===== src/hdl/btp_pkg.sv =====
package btp_pkg;

    localparam int NODE_COUNT = 4096;
    localparam int NODE_BITS  = $clog2(NODE_COUNT);
    localparam int FREE_BITS  = NODE_BITS + 1;
    localparam int VALUE_BITS = 32;
    localparam int KEY_BITS   = 128;
    localparam int LEN_BITS   = 8;

    localparam logic CMD_INSERT = 1'b0;
    localparam logic CMD_SEARCH = 1'b1;

    localparam logic [1:0] STATUS_OK       = 2'd0;
    localparam logic [1:0] STATUS_ZERO_LEN = 2'd1;
    localparam logic [1:0] STATUS_FULL     = 2'd2;

    typedef logic [NODE_BITS-1:0] node_idx_t;

    typedef struct packed {
        node_idx_t             link0;
        node_idx_t             link1;
        logic                  valid;
        logic [VALUE_BITS-1:0] value;
    } node_t;

    typedef struct packed {
        logic      rd_en;
        node_idx_t rd_addr;
        logic      wr_en;
        node_idx_t wr_addr;
        node_t     wr_data;
    } ram_req_t;

    typedef struct packed {
        logic        command;
        logic [63:0] key_high;
        logic [63:0] key_low;
        logic [7:0]  prefix_length;
        logic [31:0] value;
    } request_t;

    typedef struct packed {
        logic [1:0]  status;
        logic        found;
        logic [31:0] value_out;
    } result_t;

    typedef enum logic {
        ST_IDLE,
        ST_WALK
    } state_t;

endpackage


===== src/hdl/btp_walk.sv =====
module btp_walk
    import btp_pkg::*;
(
    input  logic     clk,
    input  logic     rst_n,
    input  logic     start,
    input  request_t request,
    input  node_t    rdata,
    output ram_req_t ram_req,
    output logic     busy,
    output logic     finish,
    output result_t  result
);

    state_t                state_reg, state_next;
    logic [KEY_BITS-1:0]   key_reg, key_next;
    logic [LEN_BITS-1:0]   len_reg, len_next;
    logic [LEN_BITS-1:0]   idx_reg, idx_next;
    node_idx_t             node_reg, node_next;
    logic                  fresh_reg, fresh_next;
    logic                  cmd_reg, cmd_next;
    logic [VALUE_BITS-1:0] value_reg, value_next;
    logic [FREE_BITS-1:0]  free_reg, free_next;
    logic                  root_written_reg, root_written_next;

    node_t               cur;
    node_t               linked;
    node_idx_t           child;
    logic                bit_b;
    logic                at_end;
    logic                has_child;
    logic                pool_full;
    logic                accept;
    logic                zero_insert;
    logic [LEN_BITS-1:0] len_sat;

    // a fresh node is known to be all zero and is not read back
    assign cur       = fresh_reg ? node_t'('0) : rdata;
    assign bit_b     = key_reg[KEY_BITS-1];
    assign child     = bit_b ? cur.link1 : cur.link0;
    assign has_child = (child != '0);
    assign at_end    = (idx_reg == len_reg);
    assign pool_full = (free_reg >= FREE_BITS'(NODE_COUNT));
    assign accept    = start && (state_reg == ST_IDLE);
    assign len_sat   = (request.prefix_length > LEN_BITS'(KEY_BITS)) ?
                       LEN_BITS'(KEY_BITS) : request.prefix_length;
    assign zero_insert = (request.command == CMD_INSERT) && (len_sat == '0);
    assign busy      = (state_reg != ST_IDLE);

    always_comb
    begin
        linked = cur;
        if (bit_b)
        begin
            linked.link1 = free_reg[NODE_BITS-1:0];
        end
        else
        begin
            linked.link0 = free_reg[NODE_BITS-1:0];
        end
    end

    always_comb
    begin
        state_next = state_reg;
        case (state_reg)
            ST_IDLE:
            begin
                if (accept && !zero_insert)
                begin
                    state_next = ST_WALK;
                end
            end
            ST_WALK:
            begin
                if (at_end || (!has_child && (cmd_reg == CMD_SEARCH || pool_full)))
                begin
                    state_next = ST_IDLE;
                end
            end
            default:
            begin
                state_next = ST_IDLE;
            end
        endcase
    end

    always_comb
    begin
        key_next          = key_reg;
        len_next          = len_reg;
        idx_next          = idx_reg;
        node_next         = node_reg;
        fresh_next        = fresh_reg;
        cmd_next          = cmd_reg;
        value_next        = value_reg;
        free_next         = free_reg;
        root_written_next = root_written_reg;
        ram_req           = '0;
        finish            = 1'b0;
        result            = '0;
        case (state_reg)
            ST_IDLE:
            begin
                if (accept)
                begin
                    key_next   = {request.key_high, request.key_low};
                    len_next   = len_sat;
                    cmd_next   = request.command;
                    value_next = request.value;
                    idx_next   = '0;
                    node_next  = '0;
                    fresh_next = !root_written_reg;
                    if (zero_insert)
                    begin
                        finish        = 1'b1;
                        result.status = STATUS_ZERO_LEN;
                    end
                    else
                    begin
                        ram_req.rd_en   = 1'b1;
                        ram_req.rd_addr = '0;
                    end
                end
            end
            ST_WALK:
            begin
                if (at_end)
                begin
                    finish = 1'b1;
                    if (cmd_reg == CMD_INSERT)
                    begin
                        ram_req.wr_en         = 1'b1;
                        ram_req.wr_addr       = node_reg;
                        ram_req.wr_data       = cur;
                        ram_req.wr_data.valid = 1'b1;
                        ram_req.wr_data.value = value_reg;
                        if (node_reg == '0)
                        begin
                            root_written_next = 1'b1;
                        end
                    end
                    else
                    begin
                        result.found     = cur.valid;
                        result.value_out = cur.valid ? cur.value : '0;
                    end
                end
                else if (has_child)
                begin
                    ram_req.rd_en   = 1'b1;
                    ram_req.rd_addr = child;
                    node_next       = child;
                    fresh_next      = 1'b0;
                    idx_next        = idx_reg + 1'b1;
                    key_next        = {key_reg[KEY_BITS-2:0], 1'b0};
                end
                else if (cmd_reg == CMD_SEARCH)
                begin
                    finish = 1'b1;
                end
                else if (pool_full)
                begin
                    // a node linked but not yet written is cleared here
                    finish        = 1'b1;
                    result.status = STATUS_FULL;
                    if (fresh_reg)
                    begin
                        ram_req.wr_en   = 1'b1;
                        ram_req.wr_addr = node_reg;
                        ram_req.wr_data = '0;
                        if (node_reg == '0)
                        begin
                            root_written_next = 1'b1;
                        end
                    end
                end
                else
                begin
                    // link a new node; it is written when the walk leaves it
                    ram_req.wr_en   = 1'b1;
                    ram_req.wr_addr = node_reg;
                    ram_req.wr_data = linked;
                    node_next       = free_reg[NODE_BITS-1:0];
                    fresh_next      = 1'b1;
                    free_next       = free_reg + 1'b1;
                    idx_next        = idx_reg + 1'b1;
                    key_next        = {key_reg[KEY_BITS-2:0], 1'b0};
                    if (node_reg == '0)
                    begin
                        root_written_next = 1'b1;
                    end
                end
            end
            default:
            begin
                finish = 1'b0;
            end
        endcase
    end

    always_ff @(posedge clk or negedge rst_n)
    begin
        if (!rst_n)
        begin
            state_reg        <= ST_IDLE;
            free_reg         <= FREE_BITS'(1);
            root_written_reg <= 1'b0;
        end
        else
        begin
            state_reg        <= state_next;
            free_reg         <= free_next;
            root_written_reg <= root_written_next;
        end
    end

    always_ff @(posedge clk)
    begin
        key_reg   <= key_next;
        len_reg   <= len_next;
        idx_reg   <= idx_next;
        node_reg  <= node_next;
        fresh_reg <= fresh_next;
        cmd_reg   <= cmd_next;
        value_reg <= value_next;
    end

endmodule

===== config.mk =====
export PLATFORM = sky130hd
export DESIGN_NAME = btp_walk
export DESIGN_NICKNAME = d
export VERILOG_FILES = /design/src/hdl/btp_pkg.sv /design/src/hdl/btp_walk.sv
export SDC_FILE = /design/constraint.sdc
export NUM_CORES = 1
export LEC_CHECK = 0
export BUFFER_PORTS_ARGS = -buffer_cell sky130_fd_sc_hd__buf_4
export CAP_MARGIN = 20
export CORE_MARGIN = 1
export CORE_UTILIZATION = 51
export DETAILED_ROUTE_END_ITERATION = 7
export MAX_ROUTING_LAYER = met4
export PLACE_DENSITY = 0.81
export SLEW_MARGIN = 30
export SYNTH_ARGS = -nofsm -noshare
export SYNTH_HDL_FRONTEND = slang
export SYNTH_SLANG_ARGS = --single-unit

===== constraint.sdc =====
create_clock -name clk -period 17.25 [get_ports clk]
set_clock_uncertainty 0.1 [all_clocks]
set_input_delay 3.45 -clock clk [delete_from_list [all_inputs] [get_ports clk]]
set_output_delay 3.45 -clock clk [all_outputs]
set_load 0.02 [all_outputs]

== After elaboration in Yosys (flattened, before gate mapping) ==
Cells that the tools add are included.
Storage, ports and cells
  register bits after elaboration: 205
  bits of input ports: 229
  output and inout port bits: 120
  word-level logic and storage cells: 114
Cells by class
  $add $sub $neg: 2
  $lt $le $gt $ge: 2
  eq/ne operators: 9
  muxes and demuxes: 69
  bitwise operators: 6
  reductions and logical operators: 16
Operator list (number)
  128-bit 2-to-1 mux: 5
  70-bit 2-to-1 mux: 7
  128-bit case mux with 2 select lines: 1
  33-bit 2-to-1 mux: 3
  12-bit 2-to-1 mux: 8
  57-bit 2-to-1 mux: 1
  13-bit 2-to-1 mux: 4
  8-bit 2-to-1 mux: 6
  32-bit 2-to-1 mux: 1
  13-bit case mux with 2 select lines: 1
  12-bit case mux with 2 select lines: 1
  1-bit 2-to-1 mux: 22
  8-bit case mux with 2 select lines: 1
  13-bit by 1-bit adder with 13-bit output (second input constant): 1
  13-bit >= comparator (second input constant): 1
  12-bit zero test: 1
  12-bit nonzero test: 1
  5-bit AND reduction: 2
  8-bit by 1-bit adder with 8-bit output (second input constant): 1
  8-bit == test: 1
  8-bit greater-than comparator (second input constant): 1
  8-bit zero test: 1
  2-bit 2-to-1 mux: 4
  2-bit != test (second input constant): 4
  11 further kinds: 25

== Longest topological paths before layout ==
  depth in word-level cells: 8
  depth in mapped cells: 8
  gate-level depth less buffers: 5

== Worst setup path after synthesis ==
OpenSTA, ideal clock, no wires.
  path type: input to register
  start: in rdata[45] (netlist name)
  end: reg fresh_reg (enable)
  library setup time: 0.863 ns
  arrival: 14.577 ns
  data required time: 16.287 ns
  setup slack: 1.710 ns
  stages: 6
  path buffers: 1
  cells stage by stage: nor4_1 > a21oi_1 > o31a_1 > buf_6 > nor2_1 > o21ai_0
On the way
  cells in the longest elaborated chain, start to end: 5
  elaborated cells between the ends (all ways): 6
  classes of those cells: eq/ne: 2; mux: 2; reduce/logical: 2
RTL lines
  start: declaration: line btp_walk.sv:8  | input node_t rdata,
  57-bit 2-to-1 mux (*): line btp_walk.sv:38  | assign cur = fresh_reg ? node_t'('0) : rdata;
  12-bit 2-to-1 mux (*): line btp_walk.sv:40  | assign child = bit_b ? cur.link1 : cur.link0;
  12-bit nonzero test (*): line btp_walk.sv:41  | assign has_child = (child != '0);
  3-bit != test (no line) / 3-bit by 2-bit != test with 1-bit output (equally long branches)
  4-bit AND reduction (no line) (*)
  end signal: assignment: line btp_walk.sv:224  | fresh_reg <= fresh_next;
  end: declaration: line btp_walk.sv:20  | logic fresh_reg, fresh_next;
Every way passes the cells marked *; elsewhere a longest branch is shown, timed or not.
A chain may end at the register's enable or synchronous reset.

==> results.json <==
{
  "status": "completed",
  "synthMuxAreaShare": 0.167,
  "antenna_left": 0,
  "cts_resized": 0,
  "wl_met2_mm": 12.8,
  "synth_flop_cell": "edfxtp_1",
  "ys_warn_count": 0,
  "hpwl_mm": 19.5,
  "sequentialPowerShare": 0.471,
  "cts_hold_buf": 0,
  "clkPwrFrac": 0.264,
  "drt_wl_total_mm": 27.1,
  "die_h_um": 145,
  "synth-edff-count": 190,
  "post-cts-setup-buffer-count": 0,
  "synth_top_area_frac": 0.550,
  "hold_path_class": "register to register",
  "yosysMostFrequentCell": "edfxtp_1",
  "power_density_nw_per_um2": 124,
  "ff2ff_path_depth": 6,
  "h-tree-depth": 1,
  "criticalPathCategory": "input port to output pin",
  "clock_sinks": 205,
  "grt_use_total": 0.262,
  "core_um2": 19700,
  "pwr-share-comb": 0.265,
  "die_w_um": 145,
  "drt_iter0_drc": 574,
  "endpoint_kind": "output pin",
  "yosysTopAreaCell": "edfxtp_1",
  "placementRows": 51,
  "finalCriticalPeriod_ns": 9.45,
  "syn_inst": 805,
  "vias_per_cell": 5.53,
  "highest_layer": "met4",
  "yosysSeqAreaShare": 0.586,
  "tightest_slew_ns": 0.962,
  "dieArea_um2": 20900,
  "intPower_mw": 1.23,
  "synth_fa_ha_area_frac": 0.00362,
  "fin_tns_setup_ns": 0,
  "rsz0062_at_grt": "no",
  "cts-buffers-inserted": 22,
  "wl_per_cell_um": 19.2,
  "cp.required_ns": 13.70,
  "min-delay-start": "root_written_reg",
  "grt_max_degree": 81,
  "cts_max_path_buffers": 3,
  "async_flop_share": 0.0732,
  "fin_crit_sh": 0.548,
  "synth_nets": 1037,
  "ys_top_cells_by_area": "edfxtp_1 55%, mux2_2 14%, dfrtp_1 3.4%",
  "tritoncts": "done",
  "hold_path_depth": 1,
  "synth-simple-area-share": 0.140,
  "cap_violations": 0,
  "yosysUniqueCellTypes": 51,
  "fin_nets": 1360,
  "clkLatencyLatePin_ns": 0.49,
  "fmax_mhz": 106,
  "clkSlewWorstSetupHoldPaths_ns": 0.06,
  "synthTopCellsByCount": "190 x edfxtp_1, 128 x mux2_2, 54 x nor2_1",
  "dr.pass1.iters": 5,
  "p_leak_nw": 5.47,
  "grt_first_pass_wirelength_mm": 40.4,
  "diodes": 0,
  "vdd_drop_max_uv": 98.8,
  "dr_wl_met3_mm": 2.71,
  "worstPathMaxFanout": 40,
  "min_to": "root_written_reg",
  "synth_area_per_cell_um2": 12.9,
  "p_sw_frac": 0.288,
  "drive_gt1_frac": 0.473,
  "drc": 0,
  "finalHoldViolCount": 0,
  "timing.rr.start": "key_reg[127]",
  "pin_count": 349,
  "synth_top_family_by_area": "multiplexers",
  "initial_utilization": 0.527,
  "power_mw": 1.72,
  "rr_endpoint": "key_reg[6]",
  "synth-compound-area-share": 0.0515,
  "slew_headroom": 0.359,
  "gp_congestion": 0.952,
  "slew_viol_final": 0,
  "reg2reg_slack_ns": 12.88,
  "grt_pass1_vias": 7466,
  "worstPathArrival_ns": 5.90,
  "grt_overflow": 0,
  "critPathLaunchType": "input port",
  "setup_viol": 0,
  "synth-xor-area-share": 0.0218,
  "root_buffer": "clkbuf_16",
  "antenna_found_initial": 0,
  "vias": 7790,
  "syn-cell-area_um2": 10400,
  "ys_ff_latch": 205,
  "holdWs_ns": 0.396,
  "drt-met1-wl_mm": 10.9,
  "largest_reg_flops": 128,
  "switchingPower_uw": 497,
  "fillers": 1388,
  "syn2layout_area_growth_pct": 33.6,
  "port_buffers": 348
}
power groups by stage:
stage | Clock, mW | Sequential [mW] | Combinational (mW)
detailed placement | 0 | 0.820 | 0.456
global route | 0.490 | 0.825 | 0.494
finish | 0.456 | 0.812 | 0.457
global placement | 0 | 0.815 | 0.447
floorplan | 0 | 0.822 | 0.333
CTS | 0.469 | 0.812 | 0.458
worst max-delay path, stage by stage:
cell     delay (ns)
buf_4          0.12
nor4_1         0.33
a21oi_1        0.20
o31ai_4        0.84
a21oi_4        0.09
buf_4          0.29
nor3_1         0.35
buf_4          0.21
per-stage QoR:
step / cells / setup slack [ns] / utilization / area (um^2)
finish: 1408 / 7.80 / 0.704 / 13900
global route: 1408 / 7.60 / 0.704 / 13900
CTS: 1408 / 7.75 / 0.703 / 13900
detailed placement: 1369 / 7.77 / 0.668 / 13200
global placement: 1369 / 7.82 / 0.668 / 13200
floorplan: 805 / 1.71 / - / 10400
cells by family (layout without fill, tap and decap cells):
| logic type | after synthesis | after routing |
|---|---|---|
| buffers and inverters | 68 | 406 |
| flip-flops | 205 | 205 |
| XOR/XNOR | 25 | 25 |
| adder cells (fa/ha/maj) | 3 | 3 |
| AO/OA/AOI/OAI | 73 | 73 |
| AND/OR/NAND/NOR | 274 | 274 |
| multiplexers | 157 | 157 |
layout make-up:
cell class                      instances  area (um^2)  area share
Multi-Input combinational cell        532         4020       0.290
Clock buffer                           26          587      0.0423
Inverter                                7         26.3     0.00189
Sequential cell                       205         6090       0.439
Clock inverter                         13          114     0.00821
Timing Repair Buffer                  360         2710       0.195
Tap cell                              265          332      0.0239
how the worst max path moves through the flow:
stage | from | to
floorplan | rdata[45] | fresh_reg
global placement | rdata[54] | ram_req[40]
detailed placement | rdata[48] | ram_req[40]
CTS | rdata[48] | ram_req[40]
global route | rdata[48] | ram_req[40]
finish | rdata[54] | ram_req[40]
cell usage in the layout, fill, tap and decap left out, types with 2 or more instances in the layout:
master / instances
nor3_2: 3
a32oi_1: 5
and3_1: 5
clkbuf_16: 23
nor4_1: 10
nand4_1: 9
a41o_1: 2
nor4_2: 4
bufinv_16: 2
dfrtp_1: 13
mux2i_1: 29
a211oi_1: 35
nor2_1: 53
clkinv_2: 4
o21ai_1: 2
a21oi_2: 2
clkinvlp_4: 2
nor2b_1: 29
o21ai_0: 2
nand2_1: 40
a21oi_1: 15
xor2_1: 8
and2_1: 46
edfxtp_1: 190
inv_1: 6
buf_4: 359
nand3_1: 44
xnor2_1: 16
nor3_1: 21
ha_1: 3
clkinv_1: 5
mux2_2: 128
clkbuf_1: 3
or3_1: 2
per-layer routing:
metal | vias to the layer above | GRT usage
met5 | - | -
met4 | 0 | 0.0742
met3 | 55 | 0.0760
met2 | 374 | 0.405
met1 | 3720 | 0.336
li1 | 3641 | -
Note: power is estimated with default switching activity, not from simulation.
